File: src/sv/mode_s_preamble_detect_demod_macros.svh
// Assertion macros for the Mode S preamble detector and demodulator.
`ifndef MODE_S_PREAMBLE_DETECT_DEMOD_MACROS_SVH
`define MODE_S_PREAMBLE_DETECT_DEMOD_MACROS_SVH

// Same-cycle implication, reset masks the check.
`define MSPD_ASSERT_NOW(lbl, clk, rst_n, ante, cons, msg) \
    lbl: assert property (@(posedge clk) disable iff (!rst_n) (ante) |-> (cons)) \
        else $error(msg);

// Next-cycle implication, reset masks the check.
`define MSPD_ASSERT_NEXT(lbl, clk, rst_n, ante, cons, msg) \
    lbl: assert property (@(posedge clk) disable iff (!rst_n) (ante) |=> (cons)) \
        else $error(msg);

`endif

File: src/sv/mspd_pkg.sv
// Shared constants, slicing tables, DF decode and types for the Mode S demodulator.
package mspd_pkg;

    localparam int C_WINDOW_DEPTH = 512;
    localparam int C_LONG_BITS    = 112;
    localparam int C_SHORT_BITS   = 56;
    localparam int C_LOOKAHEAD    = 290;
    localparam int C_DATA_START   = 19;
    localparam int C_PRE_LEN      = 19;
    localparam int C_NUM_TRY      = 5;
    localparam int C_QUEUE_DEPTH  = 4;
    // last sample index streamed: correlators look up to three samples ahead
    localparam int C_K_LAST       = C_LOOKAHEAD + 2;

    // correlator kind and bit offset per symbol phase and bit
    localparam logic [2:0] C_PLAN_KIND [0:4][0:7] = '{
        '{3'd0, 3'd2, 3'd4, 3'd1, 3'd3, 3'd0, 3'd2, 3'd4},
        '{3'd1, 3'd3, 3'd0, 3'd2, 3'd4, 3'd1, 3'd3, 3'd0},
        '{3'd2, 3'd4, 3'd1, 3'd3, 3'd0, 3'd2, 3'd4, 3'd1},
        '{3'd3, 3'd0, 3'd2, 3'd4, 3'd1, 3'd3, 3'd0, 3'd2},
        '{3'd4, 3'd1, 3'd3, 3'd0, 3'd2, 3'd4, 3'd1, 3'd3}};
    localparam logic [4:0] C_PLAN_OFF [0:4][0:7] = '{
        '{5'd0, 5'd2, 5'd4, 5'd7, 5'd9,  5'd12, 5'd14, 5'd16},
        '{5'd0, 5'd2, 5'd5, 5'd7, 5'd9,  5'd12, 5'd14, 5'd17},
        '{5'd0, 5'd2, 5'd5, 5'd7, 5'd10, 5'd12, 5'd14, 5'd17},
        '{5'd0, 5'd3, 5'd5, 5'd7, 5'd10, 5'd12, 5'd15, 5'd17},
        '{5'd0, 5'd3, 5'd5, 5'd8, 5'd10, 5'd12, 5'd15, 5'd17}};
    localparam logic [4:0] C_PLAN_ADV [0:4] = '{5'd19, 5'd19, 5'd19, 5'd19, 5'd20};

    // downlink formats
    localparam logic [4:0] DF_SHORT_ACAS = 5'd0;
    localparam logic [4:0] DF_ALT_REPLY  = 5'd4;
    localparam logic [4:0] DF_ID_REPLY   = 5'd5;
    localparam logic [4:0] DF_ALL_CALL   = 5'd11;
    localparam logic [4:0] DF_LONG_ACAS  = 5'd16;
    localparam logic [4:0] DF_EXT_SQ     = 5'd17;
    localparam logic [4:0] DF_TISB       = 5'd18;
    localparam logic [4:0] DF_COMMB_ALT  = 5'd20;
    localparam logic [4:0] DF_COMMB_ID   = 5'd21;
    localparam logic [4:0] DF_COMMD      = 5'd24;

    function automatic logic df_is_short(input logic [4:0] df);
        return (df == DF_SHORT_ACAS) || (df == DF_ALT_REPLY) ||
               (df == DF_ID_REPLY) || (df == DF_ALL_CALL);
    endfunction

    function automatic logic df_is_long(input logic [4:0] df);
        return (df == DF_LONG_ACAS) || (df == DF_EXT_SQ) || (df == DF_TISB) ||
               (df == DF_COMMB_ALT) || (df == DF_COMMB_ID) || (df == DF_COMMD);
    endfunction

    // back end status seen by the top level's overwrite guard
    typedef struct packed {
        logic        active;
        logic [31:0] pos;
    } t_bstat;

endpackage

File: src/sv/mspd_front.sv
// Front end: sample shift line, write pointer and preamble test.
module mspd_front import mspd_pkg::*; #(
    parameter int WINDOW_DEPTH = C_WINDOW_DEPTH,
    localparam int AW = $clog2(WINDOW_DEPTH)
) (
    input  logic          i_clk,
    input  logic          i_rst_n,
    input  logic          i_acc,
    input  logic [15:0]   i_sample,
    output logic          o_busy,
    output logic [31:0]   o_cnt,
    output logic          o_wr_en,
    output logic [AW-1:0] o_wr_addr,
    output logic [15:0]   o_wr_data,
    output logic          o_push,
    output logic [31:0]   o_pos,
    output logic [AW-1:0] o_slot
);

    typedef enum logic [2:0] {
        F_IDLE = 3'b001,
        F_SUM  = 3'b010,
        F_CHK  = 3'b100
    } t_fstate;

    localparam int BACK = C_PRE_LEN - 1;

    t_fstate       r_state;
    logic [4:0]    r_fill, n_fill;
    logic [31:0]   r_cnt;
    logic [AW-1:0] r_wptr;
    logic [15:0]   r_win [0:C_PRE_LEN-1];
    logic [31:0]   r_ppos;
    logic [AW-1:0] r_pslot;
    logic          r_pre_ok, n_pre_ok;
    logic [18:0]   r_hsum, n_hsum;
    logic [17:0]   r_sig, n_sig;
    logic [17:0]   r_noise, n_noise;
    logic [15:0]   thr;
    logic          quiet, snr_ok;

    assign n_fill = (r_fill == 5'(C_PRE_LEN)) ? r_fill : r_fill + 5'd1;

    // peak pattern select, first matching pattern wins
    always_comb begin
        n_pre_ok = 1'b1;
        n_hsum   = '0;
        n_sig    = '0;
        n_noise  = '0;
        if (r_win[1] > r_win[2] && r_win[2] < r_win[3] && r_win[3] > r_win[4] &&
            r_win[8] < r_win[9] && r_win[9] > r_win[10] && r_win[10] < r_win[11]) begin
            n_hsum  = 19'(r_win[1]) + 19'(r_win[3]) + 19'(r_win[9]) + 19'(r_win[11])
                    + 19'(r_win[12]);
            n_sig   = 18'(r_win[1]) + 18'(r_win[3]) + 18'(r_win[9]);
            n_noise = 18'(r_win[5]) + 18'(r_win[6]) + 18'(r_win[7]);
        end else if (r_win[1] > r_win[2] && r_win[2] < r_win[3] && r_win[3] > r_win[4] &&
                     r_win[8] < r_win[9] && r_win[9] > r_win[10] &&
                     r_win[11] < r_win[12]) begin
            n_hsum  = 19'(r_win[1]) + 19'(r_win[3]) + 19'(r_win[9]) + 19'(r_win[12]);
            n_sig   = 18'(r_win[1]) + 18'(r_win[3]) + 18'(r_win[9]) + 18'(r_win[12]);
            n_noise = 18'(r_win[5]) + 18'(r_win[6]) + 18'(r_win[7]) + 18'(r_win[8]);
        end else if (r_win[1] > r_win[2] && r_win[2] < r_win[3] && r_win[4] > r_win[5] &&
                     r_win[8] < r_win[9] && r_win[10] > r_win[11] &&
                     r_win[11] < r_win[12]) begin
            n_hsum  = 19'(r_win[1]) + 19'(r_win[3]) + 19'(r_win[4]) + 19'(r_win[9])
                    + 19'(r_win[10]) + 19'(r_win[12]);
            n_sig   = 18'(r_win[1]) + 18'(r_win[12]);
            n_noise = 18'(r_win[6]) + 18'(r_win[7]);
        end else if (r_win[1] > r_win[2] && r_win[3] < r_win[4] && r_win[4] > r_win[5] &&
                     r_win[9] < r_win[10] && r_win[10] > r_win[11] &&
                     r_win[11] < r_win[12]) begin
            n_hsum  = 19'(r_win[1]) + 19'(r_win[4]) + 19'(r_win[10]) + 19'(r_win[12]);
            n_sig   = 18'(r_win[1]) + 18'(r_win[4]) + 18'(r_win[10]) + 18'(r_win[12]);
            n_noise = 18'(r_win[5]) + 18'(r_win[6]) + 18'(r_win[7]) + 18'(r_win[8]);
        end else if (r_win[2] > r_win[3] && r_win[3] < r_win[4] && r_win[4] > r_win[5] &&
                     r_win[9] < r_win[10] && r_win[10] > r_win[11] &&
                     r_win[11] < r_win[12]) begin
            n_hsum  = 19'(r_win[1]) + 19'(r_win[2]) + 19'(r_win[4]) + 19'(r_win[10])
                    + 19'(r_win[12]);
            n_sig   = 18'(r_win[4]) + 18'(r_win[10]) + 18'(r_win[12]);
            n_noise = 18'(r_win[6]) + 18'(r_win[7]) + 18'(r_win[8]);
        end else begin
            n_pre_ok = 1'b0;
        end
        if (!(r_win[0] < r_win[1] && r_win[12] > r_win[13])) begin
            n_pre_ok = 1'b0;
        end
    end

    // high/2 with high = sum/4 is sum/8
    assign thr    = r_hsum[18:3];
    assign snr_ok = {2'b00, r_sig} >= {r_noise, 2'b00};

    always_comb begin
        quiet = 1'b1;
        for (int k = 5; k < C_PRE_LEN; k++) begin
            if ((k < 9 || k > 13) && r_win[k] >= thr) begin
                quiet = 1'b0;
            end
        end
    end

    always_ff @(posedge i_clk) begin
        if (!i_rst_n) begin
            r_state <= F_IDLE;
            r_fill  <= '0;
            r_cnt   <= '0;
            r_wptr  <= '0;
        end else begin
            unique case (r_state)
                F_IDLE: begin
                    if (i_acc) begin
                        r_fill  <= n_fill;
                        r_cnt   <= r_cnt + 32'd1;
                        r_wptr  <= (r_wptr == AW'(WINDOW_DEPTH - 1)) ? '0 : r_wptr + 1'b1;
                        r_state <= (n_fill == 5'(C_PRE_LEN)) ? F_SUM : F_IDLE;
                    end
                end
                F_SUM:   r_state <= F_CHK;
                F_CHK:   r_state <= F_IDLE;
                default: r_state <= F_IDLE;
            endcase
        end
    end

    always_ff @(posedge i_clk) begin
        if (r_state == F_IDLE && i_acc) begin
            for (int k = 0; k < C_PRE_LEN - 1; k++) begin
                r_win[k] <= r_win[k+1];
            end
            r_win[C_PRE_LEN-1] <= i_sample;
            r_ppos  <= r_cnt - 32'(BACK);
            r_pslot <= (r_wptr >= AW'(BACK)) ? r_wptr - AW'(BACK)
                                             : r_wptr + AW'(WINDOW_DEPTH - BACK);
        end
        if (r_state == F_SUM) begin
            r_pre_ok <= n_pre_ok;
            r_hsum   <= n_hsum;
            r_sig    <= n_sig;
            r_noise  <= n_noise;
        end
    end

    assign o_busy    = (r_state != F_IDLE);
    assign o_cnt     = r_cnt;
    assign o_wr_en   = i_acc;
    assign o_wr_addr = r_wptr;
    assign o_wr_data = i_sample;
    assign o_push    = (r_state == F_CHK) && r_pre_ok && snr_ok && quiet;
    assign o_pos     = r_ppos;
    assign o_slot    = r_pslot;

endmodule

File: config.mk
export PLATFORM = sky130hd
export DESIGN_NAME = mspd_front
export DESIGN_NICKNAME = d
export VERILOG_FILES = /design/src/sv/mode_s_preamble_detect_demod_macros.svh /design/src/sv/mspd_pkg.sv /design/src/sv/mspd_front.sv
export SDC_FILE = /design/constraint.sdc
export NUM_CORES = 2
export LEC_CHECK = 0
export BUFFER_PORTS_ARGS = -buffer_cell sky130_fd_sc_hd__buf_2
export CORE_ASPECT_RATIO = 0.75
export CORE_MARGIN = 2
export CORE_UTILIZATION = 50
export DETAILED_ROUTE_END_ITERATION = 16
export PLACE_DENSITY_LB_ADDON = 0.05
export SYNTH_ARGS = -nofsm -noshare
export SYNTH_HDL_FRONTEND = slang
export SYNTH_SLANG_ARGS = --single-unit
export TNS_END_PERCENT = 50
File: constraint.sdc
create_clock -name i_clk -period 14.85 [get_ports i_clk]
set_input_delay 2.2275 -clock i_clk [delete_from_list [all_inputs] [get_ports i_clk]]
set_output_delay 2.2275 -clock i_clk [all_outputs]
set_load 0.02 [all_outputs]
==> qor.yml <==
synth_flop_cell: "edfxtp_1"
whs_ps: 449.3
dr_wl_met2_um: 46180
cts_sinks: 447
finalCriticalPeriod_ps: 7137
drt-total-wl_um: 108500
fmax_ghz: 0.1401
top_layer: "met5"
hold_violations: 0
die_x_um: 317.8
min_from: "r_win[16][0]"
rows: 86
ctsResizeCount: 0
cts_max_level: 2
antenna_found_initial: 2
tns_ps: 0
cts.clk_slew.worst_paths_ps: 60
crit_path_frequent_cell: "nor2_1"
synthArstFlopShare_pct: 0
cts_buffer_depth: 3
ys_seq_area_share_pct: 35.01
grt_max_degree: 114
cts_tree: "built"
synth_commonest_cells: "567 x ha_1, 398 x edfxtp_1, 367 x inv_1"
holdPathEnd: "r_win[15][0]"
dr_total_vias: 28170
yosysUniqueCellTypes: 90
n_fill_cell: 6437
coreArea_um2: 73280
r2r_slack_ps: 7710
rr_endpoint: "r_hsum[17]"
p_leak_nw: 17.78
rr_worst_depth: 29
rsz0062_at_grt: "no"
syn-instance-count: 3528
period_share_pct: 48.06
synth_top_cell_by_area: "edfxtp_1"
synth.avg_cell_area_um2: 10.47
yosys-top-cells-area: "edfxtp_1 32%, ha_1 19%, fa_1 9.1%"
critPathLaunchType: "register"
numCtsBuffers: 49
die_h_um: 239.4
routedWlPerCell_um: 23.24
area_growth_pct: 8.869
status: "finished clean"
dr.pass1.iters: 6
dr.first_iter.drc_count: 3014
crit_path_end_kind: "register"
drt-met1-wl_um: 51050
grt_pass1_wl_um: 164800
p_per_area_nw_per_um2: 127.9
required_ps: 15240
yosys_warnings: 0
wl_met3_um: 8693
start_util_pct: 50.40
cts_root_buffer: "clkbuf_16"
synth_top_area_share_pct: 32.36
slew_violations: 0
post-dp-hpwl_um: 86160
grt_overflow_total: 0
yosysMostFrequentCell: "ha_1"
final_antenna_net_count: 0
postCtsHoldBufs: 0
drc_errors: 0
clock_latency_ps: 640
syn_nets: 4281
arrival_ps: 7520
crit_type: "register to register"
ioPinCount: 120
post-route-util_pct: 54.87
synth_edf_count: 398
vdd_drop_max_mv: 0.09171
die-area_um2: 76080
drive_above_1_share_pct: 7.195
vias_per_cell: 6.035
io_buffer_count: 119
track_usage_pct: 28.44
r2r-start: "r_win[1][1]"
max_stage_delay_ps: 590
maxCapViolCount: 0
post-cts-setup-buffers: 0
crit_fanout: 7
slew_headroom_pct: 10.79
fin_nets: 4411
ys_ff_latch: 447
worst_slew_pin_slew_ps: 1333
syn_area_um2: 36930
min_path_cells: 0
critPathSlowestCell: "a2111oi_0"
setup_viol: 0
grt_pass1_vias: 28140
gp_congestion: 0.9648
hold_path_class: "register to register"
clock_skew_ps: 30.45
[power breakdown]
group / internal [mW] / leakage [nW] / switching [mW]
Sequential: 1.43 / 4.07 / 0.0819
Clock: 0.680 / 0.753 / 0.558
Combinational: 0.980 / 13.0 / 1.41
[registers in the layout (all words and copies together), names as in the netlist]
signal     count
r_state        3
o_pos         32
o_slot         9
r_noise       18
r_fill         5
o_cnt         32
o_wr_addr      9
r_win        304
r_hsum        16
r_sig         18
r_pre_ok       1
[worst max-delay path: cells and delay by family, from the launching register on]
family                     cells  cell delay, ps
and+or+nand+nor                7             930
DFF                            1             540
xor gates and xnor gates       2             390
buffers and inverters          3             200
AOI/OAI and AO/OA             12            2630
adders and majority gates      5            2180
[area by class of cell]
type	count	area (um2)	share of cell area (%)
inverter	367	1385	3.445
sequential	447	12930	32.16
antenna	2	5.005	0.01245
clock buffer	63	1309	3.255
multi-input combinational	2645	22290	55.44
clock inverter	27	260.3	0.6472
timing repair buffer	148	813.3	2.023
tap	968	1211	3.012
[cell families (layout without fill, tap and decap cells)]
logic type	count (synthesis)	count (layout)	share of synthesized area, %
XOR/XNOR	248	248	5.881
multiplexers	2	2	0.06097
AND/OR/NAND/NOR	868	868	11.82
adder cells (fa/ha/maj)	734	734	28.26
AO/OA/AOI/OAI	793	793	14.29
buffers and inverters	436	605	4.675
other	0	2	0
flip-flops	447	447	35.01
[through the flow]
stage / instances / worst slack, ps / total power [mW] / cell area, um2
after floorplan: 3528 / 1369 / 3.283 / 36930
after global placement: 4575 / 8000 / 3.805 / 38640
after detailed placement: 4575 / 7842 / 3.867 / 38640
after CTS: 4665 / 7842 / 5.126 / 40200
after global routing: 4665 / 7268 / 5.481 / 40200
final: 4667 / 7713 / 5.142 / 40210
[layer usage]
| layer | track usage (%) | vias up |
|---|---|---|
| li1 | - | 13110 |
| met1 | 42.23 | 13980 |
| met2 | 42.83 | 903 |
| met3 | 5.065 | 172 |
| met4 | 7.157 | 2 |
| met5 | 0 | - |
[layout by cell type, fill, tap and decap left out, types with 19 or more instances in the layout]
cell type | netlist | layout
dfxtp_1 | 49 | 49
or3_1 | 19 | 19
and2_1 | 36 | 36
a211oi_1 | 32 | 32
o21ai_0 | 129 | 129
nor3_1 | 84 | 84
xor2_1 | 88 | 88
ha_1 | 567 | 567
nor4_1 | 23 | 23
buf_2 | 12 | 119
nor2_1 | 236 | 235
and3_1 | 29 | 29
nor2b_1 | 49 | 49
o22ai_1 | 30 | 30
a21oi_1 | 222 | 222
fa_1 | 167 | 167
o21a_1 | 41 | 41
a31oi_1 | 25 | 25
nand2b_1 | 46 | 46
buf_4 | 18 | 29
inv_1 | 367 | 366
edfxtp_1 | 398 | 398
nand2_1 | 145 | 143
a21o_1 | 119 | 119
nand4_1 | 61 | 61
xnor2_1 | 160 | 160
clkbuf_16 | 0 | 49
nand3_1 | 85 | 85
[worst max-delay path by stage]
| stage | from | endpoint | slack [ps] | cells past startpoint |
|---|---|---|---|---|
| after floorplan | i_acc | o_wr_addr[4] | 1370 | 7 |
| after global placement | r_win[1][1] | r_hsum[17] | 8000 | 29 |
| after detailed placement | r_win[1][1] | r_hsum[17] | 7840 | 29 |
| after CTS | r_win[1][1] | r_hsum[17] | 7840 | 29 |
| after global routing | r_win[1][1] | r_hsum[17] | 7270 | 29 |
| final | r_win[1][1] | r_hsum[17] | 7710 | 29 |
(Power assumes the default switching activity.)
