==> src/sv/mode_s_preamble_detect_demod_macros.svh <==
// Assertion macros for the Mode S preamble detector and demodulator.
`ifndef MODE_S_PREAMBLE_DETECT_DEMOD_MACROS_SVH
`define MODE_S_PREAMBLE_DETECT_DEMOD_MACROS_SVH

// Same-cycle implication, reset masks the check.
`define MSPD_ASSERT_NOW(lbl, clk, rst_n, ante, cons, msg) \
    lbl: assert property (@(posedge clk) disable iff (!rst_n) (ante) |-> (cons)) \
        else $error(msg);

// Next-cycle implication, reset masks the check.
`define MSPD_ASSERT_NEXT(lbl, clk, rst_n, ante, cons, msg) \
    lbl: assert property (@(posedge clk) disable iff (!rst_n) (ante) |=> (cons)) \
        else $error(msg);

`endif

==> src/sv/mspd_pkg.sv <==
// Shared constants, slicing tables, DF decode and types for the Mode S demodulator.
package mspd_pkg;

    localparam int C_WINDOW_DEPTH = 512;
    localparam int C_LONG_BITS    = 112;
    localparam int C_SHORT_BITS   = 56;
    localparam int C_LOOKAHEAD    = 290;
    localparam int C_DATA_START   = 19;
    localparam int C_PRE_LEN      = 19;
    localparam int C_NUM_TRY      = 5;
    localparam int C_QUEUE_DEPTH  = 4;
    // last sample index streamed: correlators look up to three samples ahead
    localparam int C_K_LAST       = C_LOOKAHEAD + 2;

    // correlator kind and bit offset per symbol phase and bit
    localparam logic [2:0] C_PLAN_KIND [0:4][0:7] = '{
        '{3'd0, 3'd2, 3'd4, 3'd1, 3'd3, 3'd0, 3'd2, 3'd4},
        '{3'd1, 3'd3, 3'd0, 3'd2, 3'd4, 3'd1, 3'd3, 3'd0},
        '{3'd2, 3'd4, 3'd1, 3'd3, 3'd0, 3'd2, 3'd4, 3'd1},
        '{3'd3, 3'd0, 3'd2, 3'd4, 3'd1, 3'd3, 3'd0, 3'd2},
        '{3'd4, 3'd1, 3'd3, 3'd0, 3'd2, 3'd4, 3'd1, 3'd3}};
    localparam logic [4:0] C_PLAN_OFF [0:4][0:7] = '{
        '{5'd0, 5'd2, 5'd4, 5'd7, 5'd9,  5'd12, 5'd14, 5'd16},
        '{5'd0, 5'd2, 5'd5, 5'd7, 5'd9,  5'd12, 5'd14, 5'd17},
        '{5'd0, 5'd2, 5'd5, 5'd7, 5'd10, 5'd12, 5'd14, 5'd17},
        '{5'd0, 5'd3, 5'd5, 5'd7, 5'd10, 5'd12, 5'd15, 5'd17},
        '{5'd0, 5'd3, 5'd5, 5'd8, 5'd10, 5'd12, 5'd15, 5'd17}};
    localparam logic [4:0] C_PLAN_ADV [0:4] = '{5'd19, 5'd19, 5'd19, 5'd19, 5'd20};

    // downlink formats
    localparam logic [4:0] DF_SHORT_ACAS = 5'd0;
    localparam logic [4:0] DF_ALT_REPLY  = 5'd4;
    localparam logic [4:0] DF_ID_REPLY   = 5'd5;
    localparam logic [4:0] DF_ALL_CALL   = 5'd11;
    localparam logic [4:0] DF_LONG_ACAS  = 5'd16;
    localparam logic [4:0] DF_EXT_SQ     = 5'd17;
    localparam logic [4:0] DF_TISB       = 5'd18;
    localparam logic [4:0] DF_COMMB_ALT  = 5'd20;
    localparam logic [4:0] DF_COMMB_ID   = 5'd21;
    localparam logic [4:0] DF_COMMD      = 5'd24;

    function automatic logic df_is_short(input logic [4:0] df);
        return (df == DF_SHORT_ACAS) || (df == DF_ALT_REPLY) ||
               (df == DF_ID_REPLY) || (df == DF_ALL_CALL);
    endfunction

    function automatic logic df_is_long(input logic [4:0] df);
        return (df == DF_LONG_ACAS) || (df == DF_EXT_SQ) || (df == DF_TISB) ||
               (df == DF_COMMB_ALT) || (df == DF_COMMB_ID) || (df == DF_COMMD);
    endfunction

    // back end status seen by the top level's overwrite guard
    typedef struct packed {
        logic        active;
        logic [31:0] pos;
    } t_bstat;

endpackage

==> src/sv/mspd_cq.sv <==
// Candidate queue between preamble test and demodulator.
module mspd_cq import mspd_pkg::*; #(
    parameter int W  = 32,
    parameter int QD = C_QUEUE_DEPTH,
    localparam int PW = $clog2(QD),
    localparam int CW = $clog2(QD + 1)
) (
    input  logic         i_clk,
    input  logic         i_rst_n,
    input  logic         i_push,
    input  logic [W-1:0] i_data,
    input  logic         i_pop,
    output logic         o_full,
    output logic         o_empty,
    output logic [W-1:0] o_head
);

    logic [W-1:0]  r_mem [0:QD-1];
    logic [PW-1:0] r_rd, r_wr;
    logic [CW-1:0] r_cnt;

    always_ff @(posedge i_clk) begin
        if (!i_rst_n) begin
            r_rd  <= '0;
            r_wr  <= '0;
            r_cnt <= '0;
        end else begin
            if (i_push) begin
                r_wr <= (r_wr == PW'(QD - 1)) ? '0 : r_wr + 1'b1;
            end
            if (i_pop) begin
                r_rd <= (r_rd == PW'(QD - 1)) ? '0 : r_rd + 1'b1;
            end
            if (i_push && !i_pop) begin
                r_cnt <= r_cnt + 1'b1;
            end else if (!i_push && i_pop) begin
                r_cnt <= r_cnt - 1'b1;
            end
        end
    end

    always_ff @(posedge i_clk) begin
        if (i_push) begin
            r_mem[r_wr] <= i_data;
        end
    end

    assign o_full  = (r_cnt == CW'(QD));
    assign o_empty = (r_cnt == '0);
    assign o_head  = r_mem[r_rd];

endmodule

==> config.mk <==
export PLATFORM = sky130hd
export DESIGN_NAME = mspd_cq
export DESIGN_NICKNAME = d
export VERILOG_FILES = /design/src/sv/mode_s_preamble_detect_demod_macros.svh /design/src/sv/mspd_pkg.sv /design/src/sv/mspd_cq.sv
export SDC_FILE = /design/constraint.sdc
export NUM_CORES = 1
export LEC_CHECK = 0
export ABC_AREA = 1
export ABC_CLOCK_PERIOD_IN_PS = 2780
export BUFFER_PORTS_ARGS = -buffer_cell sky130_fd_sc_hd__clkbuf_2
export CORE_MARGIN = 4
export CORE_UTILIZATION = 60
export CTS_BUF_LIST = sky130_fd_sc_hd__clkbuf_16
export CTS_CLUSTER_SIZE = 30
export DETAILED_ROUTE_END_ITERATION = 16
export PLACE_DENSITY = 0.81
export SLEW_MARGIN = 20
export SYNTH_ARGS = -nofsm -noshare
export SYNTH_HDL_FRONTEND = slang
export SYNTH_SLANG_ARGS = --single-unit
==> constraint.sdc <==
create_clock -name i_clk -period 2.78 [get_ports i_clk]
set_input_delay 0 -clock i_clk [delete_from_list [all_inputs] [get_ports i_clk]]
set_output_delay 0 -clock i_clk [all_outputs]
set_load 0.02 [all_outputs]
==> impl_metrics.toml, run 1 <==
[synthesis]
synth_top_cells_by_count = "edfxtp_1, nor2_1, o21ai_0, o22ai_1, o21ai_1"
syn_area_per_cell_sq_um = 14.23
synth_edf_count = 128
synthCells = 368
synth_most_common_cell = "edfxtp_1"
seq_area_frac_synth_pct = 76.86
ys.flop_type = "edfxtp_1"
yosys.area.top_type = "edfxtp_1"
synth_top_area_share_pct = 73.42
yosys-top-cells-area = "edfxtp_1, nor2_1, o22ai_1"
synthesis.nets = 411
synth-seq-cells = 137
synth.distinct_cells = 21
ys_warn_count = 0
syn-cell-area_sq_mm = 0.005235
async_flop_share_pct = 0

[power_and_ir_drop]
clock_power_share_pct = 44.1
power_density_mw_per_mm2 = 798.5
pwr-share-comb_pct = 10.0
seqPwrFrac_pct = 45.9
sw_frac_of_total_pct = 23.35
p_int_mw = 4.022
ir_drop_uv = 636.4
leakage_nw = 2.457
power.switching_mw = 1.225
p_total_mw = 5.247

[detailed_routing]
viasPerCell = 5.790
vias = 3445
drc = 0
first_pass_iters = 4
ant_nets = 0
wl_met3_um = 1013
drt_wl_total_um = 11020
wl_met2_um = 5578
routedWlPerCell_um = 18.52
wl_met1_um = 4142
top_layer = "met4"
dr.first_iter.drc_count = 267

[die]
die_area_sq_mm = 0.01028
start_util_pct = 62.77
fp.dieW_um = 101.4
boundaryPins = 70
coreArea_sq_mm = 0.008341
rows = 33
die_y_um = 101.4

[global_routing]
grt_pass1_wl_um = 17030
grt_max_degree = 65
first_global_vias = 3468
grt-ovfl-total = 0
track_usage_pct = 22.68
antenna_found_initial = 1

[clocking]
cts.path.max_buffers = 2
cts-resized-gates = 0
clk_latency_ns = 0.42
htreeDepth = 4
cts.sinks = 137
cts_inserted_buffers = 17
cts-root-buf = "clkbuf_16"
cts_tree = "done"
clk_pin_slew_worst_paths_ns = 0.06

[worst_setup_path]
arrival_ns = 2.27
crit_type = "flop to primary output"
cp-start-kind = "flop"
cp.required_ns = 2.78
reg2reg_depth = 5
cp_max_fo = 46
worst_setup_path_end_kind = "primary output"

[final_layout]
fin_util_pct = 78.79
layout-drive-gt1-share_pct = 21.88
layout.nets = 521
area_growth_pct = 25.53
final_area_sq_mm = 0.006571

[sta]
finClkSkew_ns = 0.007891
final.min_clock_period_ns = 2.268
worst_slew_pin_slew_ns = 0.8387
drv_slew = 0
period_share_pct = 81.57
fmaxAchievable_mhz = 441.0
rsz0062_at_grt = "no"
finalSetupViolations = 0
hold_viol_final = 0
tns_ns = 0
slew_headroom_pct = 44.09

[flow_run]
drv_cap = 0

[placed_design]
dpl.hpwl_um = 6182
portBuffers = 69
detailed_place.area_sq_mm = 0.005613
gp_congestion = 0.7854

[worst_hold_path]
min_path_cells = 2
hp-class = "primary input to flop"

[outcome]
outcome = "finished clean"
layer usage:
layer	vias to the layer above	GRT usage, %
met5	-	0
met1	1649	27.66
met2	181	36.62
met3	26	7.438
li1	1589	-
met4	0	11.15
final timing paths:
| path | startpoint | end | slack, ns |
|---|---|---|---|
| worst min-delay path | i_data[13] | r_mem[0][13]$_DFFE_PP_ | 0.34 |
| worst min register to register | r_cnt[2]$_SDFFE_PN0P_ | r_cnt[2]$_SDFFE_PN0P_ | 0.55 |
| worst max register to register | r_wr[1]$_SDFFE_PN0P_ | r_mem[1][28]$_DFFE_PP_ | 0.88 |
| worst max-delay path | flop | o_head[18] | 0.51 |
per-stage QoR:
stage,cells,hold slack [ns],worst slack (ns)
3_5_place_dp,529,0.2244,0.9706
5_1_grt,595,0.3483,0.3556
6_report,595,0.3432,0.5122
3_3_place_gp,529,0.2226,1.038
4_1_cts,594,0.3394,0.5148
2_1_floorplan,368,0.09887,1.170
flip-flops by register name, summed over array words and instances (netlist names), named ones only:
register,cells
r_mem,128
r_cnt,3
r_rd,2
r_wr,2
layout by cell type (no fill, tap or decap), drive strengths merged, types with 7 or more instances in the layout:
cell type,count
inv,16
nand2,8
clkbuf,86
clkinv,7
o22ai,32
o21ai,67
dfxtp,9
nor2,72
edfxtp,128
dlygate4sd3,35
layout make-up:
class	instances	area (sq um)
antenna	1	2.502
clock buffer	17	425.4
clock inverter	13	180.2
fill	465	1769
inverter	16	67.56
multi-input combinational	196	985.9
sequential	137	4025
tap	105	131.4
timing repair buffer	110	753.2
worst max-delay path, cell delays in order, from the launching register on:
cell and delay, ns:
dfxtp_2 0.87, buf_4 0.37, o21ai_0 0.14, o22ai_1 0.24, clkbuf_2 0.21
power by group through the flow:
stage	Clock [mW]	Combinational, mW	Sequential, mW
after CTS	2.32	0.526	2.41
after global placement	0	0.470	2.44
after detailed placement	0	0.483	2.45
final	2.31	0.525	2.41
after floorplan	0	0.339	2.42
after global routing	2.41	0.578	2.42
logic make-up (layout without fill, tap and decap cells):
group,Yosys count,count (layout),synth area share (%)
flip-flops,137,137,76.86
AND/OR/NAND/NOR,86,86,6.334
buffers and inverters,35,156,4.302
other,0,1,0
adder cells (fa/ha/maj),7,7,1.816
XOR/XNOR,1,1,0.1673
AO/OA/AOI/OAI,102,102,10.52
what timing repair did:
item | 4_1_cts | 5_1_grt
hold buffers | 35 | 0
endpoints found under the hold margin | 137 | 0
buffers inserted | 0 | 0
(Power assumes the default switching activity.)
==> run 2, diff against run 1 <==
ABC_AREA = 0   (was 1)
ABC_CLOCK_PERIOD_IN_PS = 2400   (was 2780)
CORE_UTILIZATION = 56   (was 60)
PLACE_DENSITY = 0.76   (was 0.81)
clock period = 2.4 ns   (was 2.78 ns; I/O delays follow)
==> impl_metrics.toml, run 2 <==
[sta]
final.min_clock_period_ns = 2.039
fmaxAchievable_mhz = 490.4
finalSetupViolations = 0
hold_viol_final = 0
drv_slew = 0
finClkSkew_ns = 0.01074
whs_ns = 0.01453
slew_headroom_pct = 58.05
worst_slew_pin_slew_ns = 0.6293
tns_ns = 0
rsz0062_at_grt = "no"
period_share_pct = 84.96

[global_routing]
grt_max_degree = 27
grt-ovfl-total = 0
first_global_vias = 2809
antenna_found_initial = 0
grt_pass1_wl_um = 15600
track_usage_pct = 19.43

[detailed_routing]
vias = 2484
dr.first_iter.drc_count = 126
drc = 0
drt_wl_total_um = 9503
ant_nets = 0
viasPerCell = 5.447
first_pass_iters = 4
routedWlPerCell_um = 20.84

[worst_hold_path]
hp-class = "primary input to flop"

[die]
start_util_pct = 58.08
boundaryPins = 70
fp.dieW_um = 103.6
coreArea_sq_mm = 0.008806
die_area_sq_mm = 0.01073
die_y_um = 103.6
rows = 34

[worst_setup_path]
arrival_ns = 2.04
cpPeakStageDelay_ns = 0.61
cpMaxStageDelayCell = "dfxtp_2"
cp.required_ns = 2.40
cp-start-kind = "flop"
worst_setup_path_end_kind = "primary output"
cp_max_fo = 13
crit_type = "flop to primary output"
crit_chain = "buf_4, mux4_2, clkbuf_2"

[power_and_ir_drop]
pwr-share-comb_pct = 9.1
ir_drop_uv = 534.0
sw_frac_of_total_pct = 23.41
seqPwrFrac_pct = 46.9
clock_power_share_pct = 44.0
power.switching_mw = 1.388
leakage_nw = 2.340
p_int_mw = 4.541
power_density_mw_per_mm2 = 908.1

[final_layout]
final_common_cell = "edfxtp_1"
layout_common_cells = "edfxtp_1, clkbuf_2, dlygate4sd3_1, mux4_2, clkbuf_16"
largestRegisters = "r_mem (128), r_cnt (3)"
final_area_sq_mm = 0.006529
area_growth_pct = 27.64
largest-register = "r_mem"
layout-drive-gt1-share_pct = 41.95
diodes = 0
largest_reg_flops = 128
layout.nets = 378

[outcome]
outcome = "finished clean"

[placed_design]
gp_congestion = 0.7146
dpl.hpwl_um = 5667
detailed_place.area_sq_mm = 0.005584
portBuffers = 69

[clocking]
clk_pin_slew_worst_paths_ns = 0.06
cts-root-buf = "clkbuf_16"
htreeDepth = 4
cts_tree = "done"
cts_inserted_buffers = 17
clk_latency_ns = 0.40
cts_setup_buffers = 0
cts.path.max_buffers = 2
cts.sinks = 137

[synthesis]
synthesis.nets = 254
yosys-top-cells-area = "edfxtp_1, mux4_2, dfxtp_1"
syn-cell-area_sq_mm = 0.005115
synth-seq-cells = 137
async_flop_share_pct = 0
synth_most_common_cell = "edfxtp_1"
yosys.area.top_type = "edfxtp_1"
synth_edf_count = 128
seq_area_frac_synth_pct = 78.67
synth.distinct_cells = 23
synth_top_area_share_pct = 75.15
ys_warn_count = 0
syn_area_per_cell_sq_um = 24.24
synth_top_cells_by_count = "edfxtp_1, mux4_2, dfxtp_1, ha_1, and2_1"
ys.flop_type = "edfxtp_1"
synthCells = 211

[flow_run]
drv_cap = 0
run 2: cell types whose count changed in the layout (fill, tap and decap cells not counted), moves of 8 or more:
cell     previous run  this run
o21ai_1            28         0
o21ai_0            39         1
o22ai_1            32         0
nor2_1             72         1
nand2_1             8         0
mux4_2              0        30
inv_1              14         4
run 2: power by group through the flow:
stage	clock network [mW]	logic, mW	registers [mW]
after floorplan	0	0.347	2.80
after global placement	0	0.487	2.82
after detailed placement	0	0.499	2.83
after CTS	2.65	0.547	2.78
after global routing	2.79	0.584	2.79
final	2.61	0.539	2.78
run 2: what timing repair did:
action,in CTS,in global routing
resized for setup,0,0
hold buffers,34,0
hold endpoints to repair,137,0
run 2: worst paths after layout:
| kind | start | to | slack (ns) | cells after the start |
|---|---|---|---|---|
| worst max-delay path | flop | o_head[17] | 0.36 | 3 |
| worst min-delay path | i_push | r_wr[1]$_SDFFE_PN0P_ | 0.01 | 3 |
| worst min register to register | r_rd[1]$_SDFFE_PN0P_ | flop | 0.54 | 2 |
| worst max register to register | r_wr[0]$_SDFFE_PN0P_ | r_mem[2][9]$_DFFE_PP_ | 0.66 | 4 |
run 2: layer usage:
metal  up-vias  routed length (um)  global-route usage, %
met5         -                   0                      0
met4         0                  98                  5.983
met3         7                 434                  5.597
met2        70                5148                  33.79
met1      1276                3822                  23.79
li1       1131                   -                      -
run 2: cells by family (layout without fill, tap and decap cells):
| group | after synthesis | after routing | synth area share [%] |
|---|---|---|---|
| compound gates | 4 | 4 | 0.4892 |
| xor+xnor | 2 | 2 | 0.3425 |
| fa+ha+maj | 7 | 7 | 1.859 |
| buf+inv | 11 | 148 | 1.981 |
| flops | 137 | 137 | 78.67 |
| mux | 35 | 35 | 14.82 |
| simple gates | 15 | 15 | 1.834 |
run 2: area by class of cell:
class                           instances  area, sq um
Sequential cell                       137         4026
Fill cell                             502         2277
Multi-Input combinational cell         63        994.7
Timing Repair Buffer                  112        753.2
Clock buffer                           17        425.4
Clock inverter                         15        178.9
Tap cell                              108        135.1
Inverter                                4        15.01
run 2: through the flow:
step	setup WS, ns	std cells	power (mW)	util, %
2_1_floorplan	0.6684	211	3.143	-
3_3_place_gp	0.7394	390	3.308	63.41
3_5_place_dp	0.6824	390	3.328	63.41
4_1_cts	0.3038	456	5.975	74.14
5_1_grt	0.2190	456	6.160	74.14
6_report	0.3610	456	5.929	74.14
run 2: critical path, delay by kind of cell (launching register included):
kind	cells	cell delay (ns)
flops	1	0.61
buf+inv	2	0.49
mux	1	0.54
